<file path="config.mk">
export PLATFORM = sky130hd
export DESIGN_NAME = board_control_io_with_prescaled_counter_core_flat
export DESIGN_NICKNAME = d
export VERILOG_FILES = /design/src/rtl/bcio_pkg.sv /design/src/rtl/bcio_ifs.sv /design/src/rtl/bcio_slowcnt.sv /design/src/rtl/bcio_core.sv /design/src/rtl/board_control_io_with_prescaled_counter_core.sv /design/src/flat_wrapper.sv
export VERILOG_INCLUDE_DIRS = /design/src /design/src/rtl
export SDC_FILE = /design/constraint.sdc
export NUM_CORES = 1
export LEC_CHECK = 0
export CORE_AREA = 2 2 267 269
export DETAILED_ROUTE_END_ITERATION = 16
export DIE_AREA = 0 0 269 271
export DONT_BUFFER_PORTS = 1
export PLACE_DENSITY = 0.61
export SYNTH_ARGS = -nofsm -noshare
export SYNTH_HDL_FRONTEND = slang
export SYNTH_SLANG_ARGS = --single-unit
</file>
<file path="constraint.sdc">
create_clock -name clk -period 4.85 [get_ports clk]
set_input_delay 0.485 -clock clk [delete_from_list [all_inputs] [get_ports clk]]
set_output_delay 0.485 -clock clk [all_outputs]
set_load 0.005 [all_outputs]
</file>
<file path="src/rtl/assert_macros.svh">
// ----------------------------------------------------------------------------
// Assertion macros
// Shorthand for clocked concurrent assertions with an asynchronous reset.
// ----------------------------------------------------------------------------
`ifndef ASSERT_MACROS_SVH
`define ASSERT_MACROS_SVH

// The property must hold at every clock edge outside reset.
`define AST_HOLDS(lbl, clk, rst_n, prop, msg) \
	lbl: assert property (@(posedge clk) disable iff (!rst_n) prop) else $error(msg);

// The expression must never be true outside reset.
`define AST_NEVER(lbl, clk, rst_n, expr, msg) \
	lbl: assert property (@(posedge clk) disable iff (!rst_n) !(expr)) else $error(msg);

`endif

</file>
<file path="src/rtl/bcio_pkg.sv">
// ----------------------------------------------------------------------------
// Board control I/O package
// Request and response types, register offsets and fixed constants.
// ----------------------------------------------------------------------------
package bcio_pkg;

	typedef enum logic [1:0] {
		REQ_READ  = 2'd0,
		REQ_WRITE = 2'd1,
		REQ_TICK  = 2'd2,
		REQ_NOP   = 2'd3
	} req_kind_t;

	typedef enum logic [1:0] {
		CFG_HAS_DBG    = 2'd0,
		CFG_HAS_SWITCH = 2'd1,
		CFG_LED_COUNT  = 2'd2,
		CFG_CLOCK_HZ   = 2'd3
	} cfg_idx_t;

	localparam logic [11:0] OFS_LED      = 12'h000;
	localparam logic [11:0] OFS_DBGCTRL  = 12'h004;
	localparam logic [11:0] OFS_BUTTON   = 12'h008;
	localparam logic [11:0] OFS_CLK1HZ   = 12'h010;
	localparam logic [11:0] OFS_CLK100HZ = 12'h014;
	localparam logic [11:0] OFS_COUNTER  = 12'h018;
	localparam logic [11:0] OFS_PRESCALE = 12'h01c;
	localparam logic [11:0] OFS_PSCNTR   = 12'h020;
	localparam logic [11:0] OFS_SWITCH   = 12'h028;
	localparam logic [11:0] OFS_MISC     = 12'h04c;

	localparam logic [31:0] CLK_MIN         = 32'd100;
	localparam logic [31:0] CLK_HZ_RESET    = 32'd20000000;
	localparam logic [5:0]  LED_COUNT_RESET = 6'd2;
	localparam logic [6:0]  SEC_STEP        = 7'd1;
	localparam logic [6:0]  HUN_STEP        = 7'd100;

	typedef struct packed {
		logic [1:0]  req_type;
		logic [11:0] reg_offset;
		logic [31:0] write_data;
	} req_t;

	typedef struct packed {
		logic [31:0] read_data;
		logic        ofs_err;
		logic [31:0] led_drive;
	} rsp_t;

endpackage

</file>
<file path="src/rtl/bcio_ifs.sv">
// ----------------------------------------------------------------------------
// Board control I/O channels
// Valid/ready channels for requests and responses.
// ----------------------------------------------------------------------------
interface bcio_req_if;
	logic        valid;
	logic        ready;
	logic [1:0]  req_type;
	logic [11:0] reg_offset;
	logic [31:0] write_data;

	modport source (output valid, output req_type, output reg_offset, output write_data,
		input ready);
	modport sink (input valid, input req_type, input reg_offset, input write_data,
		output ready);
endinterface

interface bcio_rsp_if;
	logic        valid;
	logic        ready;
	logic [31:0] read_data;
	logic        ofs_err;
	logic [31:0] led_drive;

	modport source (output valid, output read_data, output ofs_err, output led_drive,
		input ready);
	modport sink (input valid, input read_data, input ofs_err, input led_drive,
		output ready);
endinterface

</file>
<file path="src/rtl/bcio_slowcnt.sv">
// ----------------------------------------------------------------------------
// Board control I/O slow counter
// Phase accumulator that advances a loadable counter at step/clk_eff counts per tick.
// ----------------------------------------------------------------------------
module bcio_slowcnt (
	input  logic        clk,
	input  logic        arst_n,
	input  logic        tick,
	input  logic        load,
	input  logic [31:0] load_data,
	input  logic [6:0]  step,
	input  logic [31:0] clk_eff,
	output logic [31:0] count
);

	logic [32:0] phase_q;
	logic [31:0] count_q;
	logic [32:0] phase_sum;
	logic        wrap;

	assign phase_sum = phase_q + 33'(step);
	assign wrap      = phase_sum >= 33'(clk_eff);
	assign count     = count_q;

	always_ff @(posedge clk or negedge arst_n) begin
		if (!arst_n) begin
			phase_q <= '0;
			count_q <= '0;
		end else if (load) begin
			phase_q <= '0;
			count_q <= load_data;
		end else if (tick) begin
			if (wrap) begin
				phase_q <= phase_sum - 33'(clk_eff);
				count_q <= count_q + 32'd1;
			end else begin
				phase_q <= phase_sum;
			end
		end
	end

endmodule

</file>
<file path="src/rtl/bcio_core.sv">
// ----------------------------------------------------------------------------
// Board control I/O register core
// Configuration, register file, prescaled counter and access decode.
// ----------------------------------------------------------------------------
`include "assert_macros.svh"

module bcio_core #(
	parameter int MAX_LEDS = 32
) (
	input  logic                clk,
	input  logic                arst_n,
	input  logic                cfg_we,
	input  logic [1:0]          cfg_index,
	input  logic [31:0]         cfg_wdata,
	input  logic                en,
	input  bcio_pkg::req_t      req,
	output bcio_pkg::rsp_t      rsp
);

	logic                has_dbg_q;
	logic                has_sw_q;
	logic [5:0]          led_count_q;
	logic [31:0]         clock_hz_q;

	logic [MAX_LEDS-1:0] led_q;
	logic [31:0]         dbg_q;
	logic [31:0]         misc_q;
	logic [31:0]         reload_q;
	logic [31:0]         pscnt_q;
	logic [31:0]         evt_q;

	logic [31:0]         sec_count;
	logic [31:0]         hun_count;
	logic [31:0]         clk_eff;
	logic [MAX_LEDS-1:0] led_mask;
	logic [MAX_LEDS-1:0] led_next;

	logic                is_rd;
	logic                is_wr;
	logic                is_tick;
	logic [31:0]         rd;
	logic                bad;
	logic                wr_led;
	logic                wr_dbg;
	logic                wr_sec;
	logic                wr_hun;
	logic                wr_evt;
	logic                wr_reload;
	logic                wr_pscnt;
	logic                wr_misc;

	always_ff @(posedge clk or negedge arst_n) begin
		if (!arst_n) begin
			has_dbg_q   <= 1'b0;
			has_sw_q    <= 1'b0;
			led_count_q <= bcio_pkg::LED_COUNT_RESET;
			clock_hz_q  <= bcio_pkg::CLK_HZ_RESET;
		end else if (cfg_we) begin
			case (bcio_pkg::cfg_idx_t'(cfg_index))
				bcio_pkg::CFG_HAS_DBG:    has_dbg_q   <= cfg_wdata[0];
				bcio_pkg::CFG_HAS_SWITCH: has_sw_q    <= cfg_wdata[0];
				bcio_pkg::CFG_LED_COUNT:  led_count_q <= cfg_wdata[5:0];
				bcio_pkg::CFG_CLOCK_HZ:   clock_hz_q  <= cfg_wdata;
				default: ;
			endcase
		end
	end

	assign is_rd   = req.req_type == bcio_pkg::REQ_READ;
	assign is_wr   = req.req_type == bcio_pkg::REQ_WRITE;
	assign is_tick = req.req_type == bcio_pkg::REQ_TICK;
	assign clk_eff = (clock_hz_q < bcio_pkg::CLK_MIN) ? bcio_pkg::CLK_MIN : clock_hz_q;

	always_comb begin
		for (int i = 0; i < MAX_LEDS; i++) begin
			led_mask[i] = led_count_q > 6'(i);
		end
	end

	always_comb begin
		rd  = '0;
		bad = 1'b0;
		case (req.reg_offset)
			bcio_pkg::OFS_LED:      rd = 32'(led_q);
			bcio_pkg::OFS_DBGCTRL: begin
				rd  = has_dbg_q ? dbg_q : '0;
				bad = !has_dbg_q;
			end
			bcio_pkg::OFS_BUTTON:   bad = is_wr;
			bcio_pkg::OFS_CLK1HZ:   rd = sec_count;
			bcio_pkg::OFS_CLK100HZ: rd = hun_count;
			bcio_pkg::OFS_COUNTER:  rd = evt_q;
			bcio_pkg::OFS_PRESCALE: rd = reload_q;
			bcio_pkg::OFS_PSCNTR:   rd = pscnt_q;
			bcio_pkg::OFS_SWITCH:   bad = is_wr || !has_sw_q;
			bcio_pkg::OFS_MISC:     rd = misc_q;
			default:                bad = 1'b1;
		endcase
	end

	assign wr_led    = is_wr && req.reg_offset == bcio_pkg::OFS_LED && led_count_q != '0;
	assign wr_dbg    = is_wr && req.reg_offset == bcio_pkg::OFS_DBGCTRL && has_dbg_q;
	assign wr_sec    = is_wr && req.reg_offset == bcio_pkg::OFS_CLK1HZ;
	assign wr_hun    = is_wr && req.reg_offset == bcio_pkg::OFS_CLK100HZ;
	assign wr_evt    = is_wr && req.reg_offset == bcio_pkg::OFS_COUNTER;
	assign wr_reload = is_wr && req.reg_offset == bcio_pkg::OFS_PRESCALE;
	assign wr_pscnt  = is_wr && req.reg_offset == bcio_pkg::OFS_PSCNTR;
	assign wr_misc   = is_wr && req.reg_offset == bcio_pkg::OFS_MISC;

	assign led_next = wr_led ? (req.write_data[MAX_LEDS-1:0] & led_mask) : led_q;

	always_ff @(posedge clk or negedge arst_n) begin
		if (!arst_n) begin
			led_q    <= '0;
			dbg_q    <= '0;
			misc_q   <= '0;
			reload_q <= '0;
			pscnt_q  <= '0;
			evt_q    <= '0;
		end else if (en) begin
			led_q <= led_next;
			if (wr_dbg) begin
				dbg_q <= req.write_data;
			end
			if (wr_misc) begin
				misc_q <= req.write_data;
			end
			if (wr_reload) begin
				reload_q <= req.write_data;
			end
			if (wr_pscnt) begin
				pscnt_q <= req.write_data;
			end else if (is_tick) begin
				pscnt_q <= (pscnt_q == '0) ? reload_q : pscnt_q - 32'd1;
			end
			if (wr_evt) begin
				evt_q <= req.write_data;
			end else if (is_tick && pscnt_q == '0) begin
				evt_q <= evt_q + 32'd1;
			end
		end
	end

	bcio_slowcnt u_sec (
		.clk       (clk),
		.arst_n    (arst_n),
		.tick      (en && is_tick),
		.load      (en && wr_sec),
		.load_data (req.write_data),
		.step      (bcio_pkg::SEC_STEP),
		.clk_eff   (clk_eff),
		.count     (sec_count)
	);

	bcio_slowcnt u_hun (
		.clk       (clk),
		.arst_n    (arst_n),
		.tick      (en && is_tick),
		.load      (en && wr_hun),
		.load_data (req.write_data),
		.step      (bcio_pkg::HUN_STEP),
		.clk_eff   (clk_eff),
		.count     (hun_count)
	);

	assign rsp.read_data = is_rd ? rd : '0;
	assign rsp.ofs_err   = (is_rd || is_wr) && bad;
	assign rsp.led_drive = 32'(led_next);

	`AST_HOLDS(a_ps_dec, clk, arst_n, en && is_tick && pscnt_q != '0 |=> pscnt_q == $past(pscnt_q) - 32'd1, "Prescale counter did not decrement on a tick.")
	`AST_HOLDS(a_evt_inc, clk, arst_n, en && is_tick && pscnt_q == '0 |=> evt_q == $past(evt_q) + 32'd1, "Event counter did not advance on a prescale wrap.")
	`AST_HOLDS(a_tick_keep, clk, arst_n, en && is_tick |=> $stable(led_q) && $stable(misc_q), "A tick changed a bus register.")

endmodule

</file>
<file path="src/rtl/board_control_io_with_prescaled_counter_core.sv">
// ----------------------------------------------------------------------------
// Board control I/O with prescaled counter
// Top level: request register, register core and response register.
// ----------------------------------------------------------------------------
// Every request on the req channel is a bus read, a bus write, one tick of
// the prescale clock or a no-op, and produces exactly one response on the
// rsp channel carrying read data, an offset error flag and the current LED
// bits. A request transfer lands in the request register; when the response
// register is free or being taken, the core decodes it, updates its
// registers and loads the response register. Throughput is one request per
// cycle while the receiver does not stall. When the receiver stalls, the
// response register holds its transfer and the request register holds one
// more request; req.ready drops only when both are full. Configuration is
// written on cfg_we/cfg_index/cfg_wdata; the user must write it only while
// the block is idle, which the block itself does not enforce. Reset clears
// every counter and bus register, sets the LED count to two and the clock
// rate to 20000000 ticks per second, and leaves both channels empty.
// ----------------------------------------------------------------------------
`include "assert_macros.svh"

module board_control_io_with_prescaled_counter_core #(
	parameter int MAX_LEDS = 32
) (
	input  logic        clk,
	input  logic        arst_n,
	input  logic        cfg_we,
	input  logic [1:0]  cfg_index,
	input  logic [31:0] cfg_wdata,
	bcio_req_if.sink    req,
	bcio_rsp_if.source  rsp
);

	logic            valid_s1;
	bcio_pkg::req_t  req_s1;
	logic            valid_s2;
	bcio_pkg::rsp_t  rsp_s2;
	bcio_pkg::rsp_t  core_rsp;
	logic            adv;

	assign adv       = valid_s1 && (!valid_s2 || rsp.ready);
	assign req.ready = !valid_s1 || adv;

	always_ff @(posedge clk or negedge arst_n) begin
		if (!arst_n) begin
			valid_s1 <= 1'b0;
		end else if (req.ready) begin
			valid_s1 <= req.valid;
		end
	end

	always_ff @(posedge clk) begin
		if (req.valid && req.ready) begin
			req_s1.req_type   <= req.req_type;
			req_s1.reg_offset <= req.reg_offset;
			req_s1.write_data <= req.write_data;
		end
	end

	bcio_core #(
		.MAX_LEDS (MAX_LEDS)
	) u_core (
		.clk       (clk),
		.arst_n    (arst_n),
		.cfg_we    (cfg_we),
		.cfg_index (cfg_index),
		.cfg_wdata (cfg_wdata),
		.en        (adv),
		.req       (req_s1),
		.rsp       (core_rsp)
	);

	always_ff @(posedge clk or negedge arst_n) begin
		if (!arst_n) begin
			valid_s2 <= 1'b0;
		end else if (!valid_s2 || rsp.ready) begin
			valid_s2 <= valid_s1;
		end
	end

	always_ff @(posedge clk) begin
		if (adv) begin
			rsp_s2 <= core_rsp;
		end
	end

	assign rsp.valid     = valid_s2;
	assign rsp.read_data = rsp_s2.read_data;
	assign rsp.ofs_err   = rsp_s2.ofs_err;
	assign rsp.led_drive = rsp_s2.led_drive;

	`AST_HOLDS(a_adv_fills, clk, arst_n, adv |=> valid_s2, "A processed request left no response.")
	`AST_HOLDS(a_stall_hold, clk, arst_n, valid_s2 && !rsp.ready |=> valid_s2 && $stable(rsp_s2), "A stalled response was lost or changed.")
	`AST_HOLDS(a_stall_keep, clk, arst_n, req.valid && req.ready && valid_s2 && !rsp.ready |=> valid_s1, "A request taken under stall was lost.")

endmodule

</file>
<file path="src/flat_wrapper.sv">
// flat-port wrapper written by rule: the top's interface ports become plain ports
module board_control_io_with_prescaled_counter_core_flat 
#(
	parameter int MAX_LEDS = 32
)
  (clk, arst_n, cfg_we, cfg_index, cfg_wdata, req_valid, req_req_type, req_reg_offset, req_write_data, req_ready, rsp_valid, rsp_read_data, rsp_ofs_err, rsp_led_drive, rsp_ready);
  bcio_req_if req_i ();
  bcio_rsp_if rsp_i ();
  input  logic clk;
  input  logic arst_n;
  input  logic cfg_we;
  input  logic [1:0] cfg_index;
  input  logic [31:0] cfg_wdata;
  input wire logic [$bits(req_i.valid)-1:0] req_valid;
  input wire logic [$bits(req_i.req_type)-1:0] req_req_type;
  input wire logic [$bits(req_i.reg_offset)-1:0] req_reg_offset;
  input wire logic [$bits(req_i.write_data)-1:0] req_write_data;
  output wire logic [$bits(req_i.ready)-1:0] req_ready;
  output wire logic [$bits(rsp_i.valid)-1:0] rsp_valid;
  output wire logic [$bits(rsp_i.read_data)-1:0] rsp_read_data;
  output wire logic [$bits(rsp_i.ofs_err)-1:0] rsp_ofs_err;
  output wire logic [$bits(rsp_i.led_drive)-1:0] rsp_led_drive;
  input wire logic [$bits(rsp_i.ready)-1:0] rsp_ready;
  assign req_i.valid = req_valid;
  assign req_i.req_type = req_req_type;
  assign req_i.reg_offset = req_reg_offset;
  assign req_i.write_data = req_write_data;
  assign req_ready = req_i.ready;
  assign rsp_valid = rsp_i.valid;
  assign rsp_read_data = rsp_i.read_data;
  assign rsp_ofs_err = rsp_i.ofs_err;
  assign rsp_led_drive = rsp_i.led_drive;
  assign rsp_i.ready = rsp_ready;
  board_control_io_with_prescaled_counter_core #(.MAX_LEDS(MAX_LEDS)) u_core (.clk(clk), .arst_n(arst_n), .cfg_we(cfg_we), .cfg_index(cfg_index), .cfg_wdata(cfg_wdata), .req(req_i), .rsp(rsp_i));
endmodule
</file>
# Yosys cells after proc, flatten, opt, wreduce, memory -nomap -nowiden
# Cells that the tools add are included.
[op_classes] addsub=8 magnitude_cmp=35 n_eq_ne=14 mux=22 bitwise=1 n_reduce_logical=48
[op_table] operator="2-to-1 mux 32 bit" n=14
[op_table] operator="case mux 32 bit (8 select lines)" n=1
[op_table] operator="2-to-1 mux 33 bit" n=6
[op_table] operator="adder 32 x 1 -> 32 bit (second input constant)" n=3
[op_table] operator="greater-than comparator 6 x 5 -> 1 bit (second input constant)" n=16
[op_table] operator=">= comparator 33 x 32 -> 1 bit" n=2
[op_table] operator="subtractor 33 x 32 -> 33 bit" n=2
[op_table] operator="equality test 12 x 5 -> 1 bit (second input constant)" n=4
[op_table] operator="greater-than comparator 6 x 4 -> 1 bit (second input constant)" n=8
[op_table] operator="adder 33 x 1 -> 33 bit (second input constant)" n=1
[op_table] operator="adder 33 x 7 -> 33 bit (second input constant)" n=1
[op_table] operator="bitwise AND 32 bit" n=1
[op_table] operator="zero test 32 bit" n=1
[op_table] operator="less-than comparator 32 x 7 -> 1 bit (second input constant)" n=1
[op_table] operator="subtractor 32 x 1 -> 32 bit (second input constant)" n=1
[op_table] operator="equality test 12 x 6 -> 1 bit (second input constant)" n=2
[op_table] operator="greater-than comparator 6 x 3 -> 1 bit (second input constant)" n=4
[op_table] operator="AND reduction 2 bit" n=11
[op_table] operator="logical AND 1 bit" n=17
[op_table] operator="equality test 12 x 3 -> 1 bit (second input constant)" n=1
[op_table] operator="equality test 12 x 4 -> 1 bit (second input constant)" n=1
[op_table] operator="equality test 12 x 7 -> 1 bit (second input constant)" n=1
[op_table] operator="greater-than comparator 6 x 1 -> 1 bit (second input constant)" n=2
[op_table] operator="greater-than comparator 6 x 2 -> 1 bit (second input constant)" n=2
[op_table] operator="10 further kinds" n=25
[word_totals] ff_bits=475 in_bits=85 output_inout_bits=67 word_cells=150

# Depth between registers and ports, before layout
# Gate-level depths: netlist (run 1).
[depth] word_depth=6 ltp_mapped=21 mapped_depth_nobuf=18

# Cells and area by module
# Synthesis (run 1) repeated with hierarchy kept, for this count alone.
[unflattened] hier_cells=3230 area_unflattened_um2=30131.4
[modules_own_cells] mod="bcio_core" n_inst=1 cells_per_inst=1397 area_each_um2=13310.3 seq_area_each_um2=5816.8
[modules_own_cells] mod="bcio_slowcnt at u_core.u_core.u_hun" n_inst=1 cells_per_inst=889 area_each_um2=6787.8 seq_area_each_um2=1626.6
[modules_own_cells] mod="bcio_slowcnt at u_core.u_core.u_sec" n_inst=1 cells_per_inst=825 area_each_um2=6596.3 seq_area_each_um2=1626.6
[modules_own_cells] mod="board_control_io_with_prescaled_counter_core" n_inst=1 cells_per_inst=119 area_each_um2=3437.0 seq_area_each_um2=3383.2

# Least setup slack after synthesis (run 1)
# OpenSTA, ideal clock, no wires.
[synth_timing] kind="reg-to-reg" startpoint="register u_core.u_core.u_hun.phase_q[2]" endpoint="register u_core.u_core.u_hun.phase_q[7]" setup_time_ps=82 arrival_ps=4184 required_ps=4768 slack_ps=584 path_stages_with_launch=20 n_path_buf=2 synth_period_minus_slack_ps=4266 path_cell_list="dfrtp_1 > ha_1 > a21oi_1 > a21o_1 > buf_2 > nor3_1 > nand2_1 > nor2_1 > xor2_1 > ha_1 > a21oi_1 > o21ai_0 > a21o_1 > a21o_1 > a211oi_2 > nand2_1 > buf_2 > nor2_1 > a21oi_1 > o22ai_1"
[synth_via] elab_chain_cells=5 elab_cells_between_ends=6 cone_classes="2 x add/sub; 1 x order compare; 3 x mux"
[synth_rtl] element="from (decl)" line="bcio_slowcnt.sv:16" text="logic [32:0] phase_q;"
[synth_rtl] element="from (signal assigned)" line="bcio_slowcnt.sv:34" text="phase_q <= phase_sum - 33'(clk_eff);"
[synth_rtl] element="from (signal assigned)" line="bcio_slowcnt.sv:37" text="phase_q <= phase_sum;"
[synth_rtl] element="adder 33 x 7 -> 33 bit *" line="bcio_slowcnt.sv:21" text="assign phase_sum = phase_q + 33'(step);"
[synth_rtl] element="subtractor 33 x 32 -> 33 bit or >= comparator 33 x 32 -> 1 bit (tied branches)" line="bcio_slowcnt.sv:34, bcio_slowcnt.sv:22"
[synth_rtl] element="2-to-1 mux 33 bit *" line="bcio_slowcnt.sv:33" text="if (wrap) begin"
[synth_rtl] element="2-to-1 mux 33 bit *" line="bcio_slowcnt.sv:32" text="end else if (tick) begin"
[synth_rtl] element="2-to-1 mux 33 bit *" line="bcio_slowcnt.sv:29" text="end else if (load) begin"
# Every way passes the cells marked *; elsewhere a longest branch is shown, timed or not. The select of a mux whose other input is x is not followed.
# A chain may end at the register's enable or synchronous reset.

# Worst setup path in the final report (run 1)
[layout_timing] startpoint="register u_core.u_core.clock_hz_q[24]" endpoint="register u_core.u_core.u_hun.phase_q[20]"
[layout_via] elab_chain_cells=6 elab_cells_between_ends=7 cone_classes="1 x add/sub; 2 x order compare; 4 x mux"
[layout_rtl] element="from (decl)" line="bcio_core.sv:23" text="logic [31:0] clock_hz_q;"
[layout_rtl] element="from (signal assigned)" line="bcio_core.sv:57" text="clock_hz_q <= bcio_pkg::CLK_HZ_RESET;"
[layout_rtl] element="from (signal assigned)" line="bcio_core.sv:63" text="bcio_pkg::CFG_CLOCK_HZ: clock_hz_q <= cfg_wdata;"
[layout_rtl] element="less-than comparator 32 x 7 -> 1 bit" line="bcio_core.sv:72" text="assign clk_eff = (clock_hz_q < bcio_pkg::CLK_MIN) ? bcio_pkg::CLK_MIN : clock_hz_q;"
[layout_rtl] element="2-to-1 mux 32 bit *" line="bcio_core.sv:72"
[layout_rtl] element="subtractor 33 x 32 -> 33 bit or >= comparator 33 x 32 -> 1 bit (tied branches)" line="bcio_slowcnt.sv:34, bcio_slowcnt.sv:22"
[layout_rtl] element="2-to-1 mux 33 bit *" line="bcio_slowcnt.sv:33"
[layout_rtl] element="2-to-1 mux 33 bit *" line="bcio_slowcnt.sv:32"
[layout_rtl] element="2-to-1 mux 33 bit *" line="bcio_slowcnt.sv:29"
# Marked as above.

==> reports/qor.txt, run 1 <==
largest net degree at the start of global routing: 365
CTS Buf Count: 56
unrepaired setup endpoints after global routing: false
H-tree depth: 2
Synth Area per Inst: 9.59 um^2
PD cells: 487 nW/um^2
DIE HEIGHT: 271 um
die width: 269 um
violated checks: negative hold slack
minimum clock period: 4.63 ns
cell with the most instances after synthesis: dfrtp_1
post-synth net total: 3063
sequential cell area fraction in the yosys report: 44.7%
Max VDD drop: 0.000280 V
Ys Warns: 0
Antenna Diode Count: 0
Final Skew: 0.0588 ns
ANT nets after route: 0
fmax: 0.216 GHz
Post-Synthesis Cells: 2905
I/O Pins: 152
wire per inst: 24.3 um
Final setup violation count: 0
CORE AREA: 69800 um^2
# DRC: 0
Most used DFF post-synth: dfrtp_1
cell area after synthesis: 27800 um^2
GP Congestion: 0.940
Post-synth top cells: 355 x dfrtp_1, 296 x nand2_1, 229 x o21ai_0
Root Driver: clkbuf_16
first-pass GRT wire length: 147 mm
Worst Path Required: 5.35 ns
leak pwr: 13.6 nW
vias: 24445
total power: 15.7 mW
setup bufs post-CTS: 0
EDFF count, synth: 111
WL final: 96.7 mm
Initial DRC Count: 2955
grt total ovfl: 0
clock transition at the registers of the reported paths: 0.06 ns
Slew Limit Fails: 0
Synth cell types: 98
status: complete, but fails checks
crit end category: register
sequential power share: 33.3%
FFs w/ async S/R, synth: 76.6%
area share of the largest cell type after synthesis: 31.9%
clock network power share: 28.4%
hold_ws: -0.413 ns
CTS tree: done
total die area: 72900 um^2
Pre-antenna DRT Iters: 11
cts-stage hold buffer count: 79
initial core utilization: 39.9%
vias per cell: 6.14
worst r2r src: u_core.u_core.clock_hz_q[24]
startpoint types: register
Max clock buf depth: 3
Area contributors post-synth: dfrtp_1 32%, edfxtp_1 12%, mux2_2 6.7%
initial antenna violation count: 1
area added between synthesis and finish: 15.5%
critical path startpoint: u_core.u_core.clock_hz_q[24]
Internal: 9.73 mW
Place WS: -0.326 ns
Worst slew margin: 12.2%
Port Buf Inserts: 0
final worst-path cycle share: 95.4%
Slew @ Worst Pin: 1.32 ns
GR Util All Layers: 26.2%
row count: 97
Net Sw Frac: 37.8%
layout net count: 3155
CTS Sinks: 475
area leader, netlist: dfrtp_1
Switching Power: 5.92 mW
max_cap viols: 0
Hold/Removal Path Class: in -> async
vias in the first global route: 23419
Arrival @ worst endpoint: 5.13 ns
layout cells sized above 1: 14.8%
Crit Path Max Fanout: 7
FF+latch count, synth: 475
Worst Setup Slack, final: 0.221 ns
final hold viol count: 355
DP Wirelength: 70.2 mm
Comb power frac: 38.3%
clock latency at the later pin of the worst-skew pair: 0.64 ns
Fin Setup TNS: 0 ns
CP Class: reg -> reg
[state kept, by name, summed over array words and instances, names as in the netlist, 6 cells and up]
signal and cells:
u_core.u_core.evt_q 32, u_core.rsp.read_data 32, u_core.u_core.pscnt_q 32, u_core.u_core.u_hun.count 32
u_core.u_core.led_count_q 6, u_core.u_core.misc_q 32, u_core.u_core.u_sec.count 32, u_core.req_s1 46
u_core.u_core.clock_hz_q 32, u_core.rsp.led_drive 32, u_core.u_core.dbg_q 32, u_core.u_core.u_hun.phase_q 33
u_core.u_core.u_sec.phase_q 33, u_core.u_core.reload_q 32, u_core.u_core.led_q 32
[critical path: stages, from the launching register on]
cell and delay, ns:
dfstp_2 0.53, inv_1 0.12, nand4_1 0.12, nor4_1 0.06, nand4_1 0.12, nor4_4 0.07, buf_4 0.16, nor2b_1 0.35
ha_1 0.25, inv_1 0.07, fa_1 0.45, a211oi_1 0.29, o21ai_0 0.20, a41o_1 0.36, a21boi_0 0.55, nor4_1 0.09
nor3_1 0.24, xor2_1 0.30, o221ai_1 0.16
[repair_timing]
| item | 4_1_cts | 5_1_grt |
|---|---|---|
| cloned | 0 | 1 |
| pin swaps | 0 | 0 |
| resized for setup | 2 | 19 |
| setup endpoints to repair | 130 | 112 |
| endpoints found under the hold margin | 451 | 364 |
[power groups by stage]
stage / clock, mW / sequential [mW] / combinational [mW]
CTS: 4.52 / 5.18 / 5.85
floorplan: 0 / 5.02 / 4.28
global route: 4.69 / 5.28 / 6.56
global placement: 0 / 5.24 / 5.71
detailed placement: 0 / 5.25 / 5.76
finish: 4.44 / 5.22 / 5.99
[cell usage in the layout (no fill, tap or decap), drive strengths merged, types with 26 or more instances in the layout]
| master | Yosys | routed |
|---|---|---|
| dfrtp | 355 | 355 |
| nand2 | 297 | 297 |
| o21ai | 238 | 238 |
| a21oi | 213 | 213 |
| nor2 | 189 | 189 |
| mux2 | 165 | 165 |
| nand3 | 124 | 124 |
| buf | 42 | 113 |
| edfxtp | 111 | 111 |
| inv | 80 | 83 |
| xnor2 | 80 | 80 |
| dlygate4sd3 | 0 | 79 |
| clkbuf | 117 | 72 |
| ha | 71 | 71 |
| nor3 | 62 | 62 |
| xor2 | 56 | 56 |
| and3 | 52 | 52 |
| a31oi | 49 | 49 |
| a22oi | 45 | 45 |
| a21o | 44 | 44 |
| a222oi | 44 | 44 |
| a211oi | 36 | 36 |
| nand4 | 35 | 35 |
| nor4 | 31 | 31 |
| and2 | 26 | 26 |
[stage by stage]
| stage | util, % | hold slack, ns | cell area [um^2] | cells |
|---|---|---|---|---|
| final | 46.1 | -0.413 | 32200 | 3984 |
| after global routing | 46.1 | -0.441 | 32200 | 3984 |
| after CTS | 45.9 | -0.439 | 32100 | 3983 |
| after detailed placement | 42.0 | 0.232 | 29300 | 3799 |
| after global placement | 42.0 | 0.230 | 29300 | 3799 |
| after floorplan | - | 0.189 | 27800 | 2905 |
[area by class of cell]
class | instances | area [um^2]
inverter | 80 | 303
tap | 940 | 1180
clock buffer | 71 | 1550
clock inverter | 34 | 384
sequential | 475 | 12500
multi-input combinational | 2191 | 14600
timing repair buffer | 193 | 1750
fill | 6485 | 37600
[logic make-up (layout without fill, tap and decap cells)]
group,Yosys count,after routing,share of synthesized area [%]
xor gates and xnor gates,136,136,4.30
buffers and inverters,239,378,3.58
and+or+nand+nor,924,924,16.1
muxes,190,190,7.57
AOI/OAI and AO/OA,868,868,20.4
DFF,475,475,44.7
adders and majority gates,73,73,3.33
[worst paths after layout]
| check | end | slack (ns) | cells after the start |
|---|---|---|---|
| setup / recovery | u_core.u_core.u_hun.phase_q[20] | 0.22 | 18 |
| hold / removal | u_core.u_core.led_q[12] | -0.41 | 0 |
| setup reg to reg | u_core.u_core.u_hun.phase_q[20] | 0.22 | 18 |
| hold reg to reg | u_core.u_core.dbg_q[20] | 0.51 | 1 |
| max in group asynchronous | u_core.u_core.u_sec.phase_q[25] | 4.21 | 0 |
| min in group clk | u_core.valid_s1 | 0.11 | 2 |
[layer usage]
layer | wire length, um | track usage [%]
met4 | 4630 | 11.2
met5 | 0 | 0
met3 | 6970 | 3.69
met2 | 45400 | 42.8
met1 | 39700 | 34.6
Power figures use the tool's default switching activity.
==> inputs of run 2 (changes only) <==
--- a/config.mk
+++ b/config.mk
@@ -6,11 +6,13 @@
 export SDC_FILE = /design/constraint.sdc
 export NUM_CORES = 1
 export LEC_CHECK = 0
+export CELL_PAD_IN_SITES_DETAIL_PLACEMENT = 1
+export CELL_PAD_IN_SITES_GLOBAL_PLACEMENT = 1
 export CORE_AREA = 2 2 267 269
 export DETAILED_ROUTE_END_ITERATION = 16
 export DIE_AREA = 0 0 269 271
 export DONT_BUFFER_PORTS = 1
-export PLACE_DENSITY = 0.61
+export PLACE_DENSITY = 0.73
 export SYNTH_ARGS = -nofsm -noshare
 export SYNTH_HDL_FRONTEND = slang
 export SYNTH_SLANG_ARGS = --single-unit
==> reports/qor.txt, run 2 (synthesized netlist as in run 1, its figures left out) <==
leak pwr: 13.5 nW
initial antenna violation count: 7
sequential power share: 32.9%
most frequent cells in the layout: 353 x dfrtp_1, 296 x nand2_1, 228 x o21ai_0
I/O Pins: 152
initial core utilization: 39.9%
Max VDD drop: 0.000383 V
layout net count: 3144
Slew @ Worst Pin: 1.58 ns
Final setup violation count: 0
Slew Limit Fails: 66
Worst slew margin: -5.04%
worst r2r src: u_core.u_core.u_sec.phase_q[8]
clock latency at the later pin of the worst-skew pair: 0.66 ns
WL final: 105 mm
die width: 269 um
Fin Setup TNS: 0 ns
Comb power frac: 38.8%
layout cells sized above 1: 14.3%
vias per cell: 6.24
critical path startpoint: u_core.u_core.u_sec.phase_q[8]
DIE HEIGHT: 271 um
Initial DRC Count: 2307
GP Congestion: 0.926
max_cap viols: 0
Worst Reg-to-Reg Cells: 19
max reg flops: 46
row count: 97
CP Class: reg -> reg
final hold viol count: 356
commonest non-fill, non-tap cell in the layout: dfrtp_1
grt total ovfl: 0
reg-to-reg slack, setup: 0.22 ns
Worst Path Required: 5.41 ns
area taken by multi-input logic gates: 14600 um^2
Largest regs: u_core.req_s1 x46, u_core.u_core.u_hun.phase_q x33, u_core.u_core.u_sec.phase_q x33
clock network power share: 28.3%
R2R Path End: u_core.u_core.u_sec.count[22]
Hold/Removal Path Class: in -> async
Layout Utilization: 46.1%
GR Util All Layers: 28.6%
largest net degree at the start of global routing: 365
minimum clock period: 4.63 ns
vias: 24823
CTS tree: done
fmax: 0.216 GHz
Crit Path Max Fanout: 22
Internal: 9.82 mW
hold_ws: -0.420 ns
CTS Buf Count: 55
area added between synthesis and finish: 15.5%
Fill cells: 7774
Reg area: 12500 um^2
CTS Sinks: 475
total power: 16.0 mW
first-pass GRT wire length: 160 mm
Pre-antenna DRT Iters: 7
clock transition at the registers of the reported paths: 0.06 ns
ANT nets after route: 0
total die area: 72900 um^2
Switching Power: 6.13 mW
violated checks: negative hold slack, max-slew violations
Max clock buf depth: 3
worst setup path end: u_core.u_core.u_sec.count[22]
wire per inst: 26.5 um
CORE AREA: 69800 um^2
final worst-path cycle share: 95.5%
vias in the first global route: 25852
Biggest register: u_core.req_s1
# DRC: 0
Net Sw Frac: 38.4%
DP Wirelength: 76.3 mm
PD cells: 496 nW/um^2
Root Driver: clkbuf_16
Final Skew: 0.0387 ns
status: complete, but fails checks
Port Buf Inserts: 0
startpoint types: register
H-tree depth: 2
Arrival @ worst endpoint: 5.19 ns
crit end category: register
-- run 2: cell count changes in the layout (fill, tap and decap cells not counted), moves of 2 or more --
cell / before / now
a21oi_2: 3 / 5
buf_12: 7 / 9
buf_4: 106 / 93
bufinv_16: 6 / 9
clkbuf_1: 8 / 10
clkbuf_16: 59 / 56
clkinv_1: 2 / 7
clkinvlp_4: 9 / 4
diode_2: 0 / 6
-- run 2: metal layers --
layer	wire [um]	GRT usage (%)
met2	50700	47.6
met4	5450	13.8
met1	42800	36.5
met3	6330	4.07
met5	0	0
-- run 2: per-stage QoR --
stage                     cell area (um^2)  hold WS, ns  worst slack (ns)  cells
after floorplan                      27800        0.189             0.584   2905
after global placement               29300        0.227            0.0338   3787
after detailed placement             29300        0.227           -0.0577   3787
after CTS                            32000       -0.458            0.0280   3970
after global routing                 32200       -0.446          -0.00158   3974
final                                32200       -0.420             0.218   3979
-- run 2: layout make-up --
| cell class | count | area share [%] |
|---|---|---|
| inverters | 80 | 0.941 |
| diodes | 6 | 0.0467 |
| well taps | 940 | 3.66 |
| flip-flops and latches | 475 | 38.7 |
| repair buffers | 183 | 5.30 |
| clock inverters | 34 | 1.44 |
| multi-input cells | 2191 | 45.3 |
| clock buffers | 70 | 4.61 |
-- run 2: timing repair --
item                                    in CTS  in global routing
endpoints found under the setup margin      57                121
resized for setup                            2                 23
cloned                                       0                  1
buffers inserted                             0                  1
pin swaps                                    0                  1
hold endpoints to repair                   450                357
hold buffers                                79                  1
-- run 2: worst min path at each step --
stage | end | start | depth (start not counted) | slack [ns]
after global placement | u_core.u_core.led_q[7] | arst_n | 0 | 0.23
after detailed placement | u_core.u_core.led_q[8] | arst_n | 0 | 0.23
after global routing | u_core.u_core.led_q[7] | arst_n | 0 | -0.45
after CTS | u_core.u_core.led_q[11] | arst_n | 0 | -0.46
final | u_core.u_core.led_q[7] | arst_n | 0 | -0.42
after floorplan | u_core.rsp.valid | arst_n | 0 | 0.19
-- run 2: power by group through the flow --
| stage | Sequential, mW | Combinational (mW) | Clock, mW |
|---|---|---|---|
| global route | 5.30 | 6.78 | 4.73 |
| CTS | 5.22 | 6.05 | 4.56 |
| finish | 5.26 | 6.19 | 4.51 |
| detailed placement | 5.29 | 5.93 | 0 |
| global placement | 5.25 | 5.70 | 0 |
| floorplan | 5.02 | 4.28 | 0 |
-- run 2: critical path, cell delays in order (launching register included) --
cell,delay [ns]
dfrtp_1,0.46
and4_1,0.31
nand2_1,0.15
nor3_4,0.27
buf_4,0.16
and2_1,0.17
nand2b_1,0.17
nor2_1,0.20
xor2_2,0.12
ha_2,0.42
nand2_1,0.09
nor2_1,0.20
nand3_1,0.23
nor3_1,0.27
a31o_2,0.21
o21a_2,0.17
o21ai_4,0.09
clkbuf_16,0.22
or4_1,0.53
nand3_1,0.10
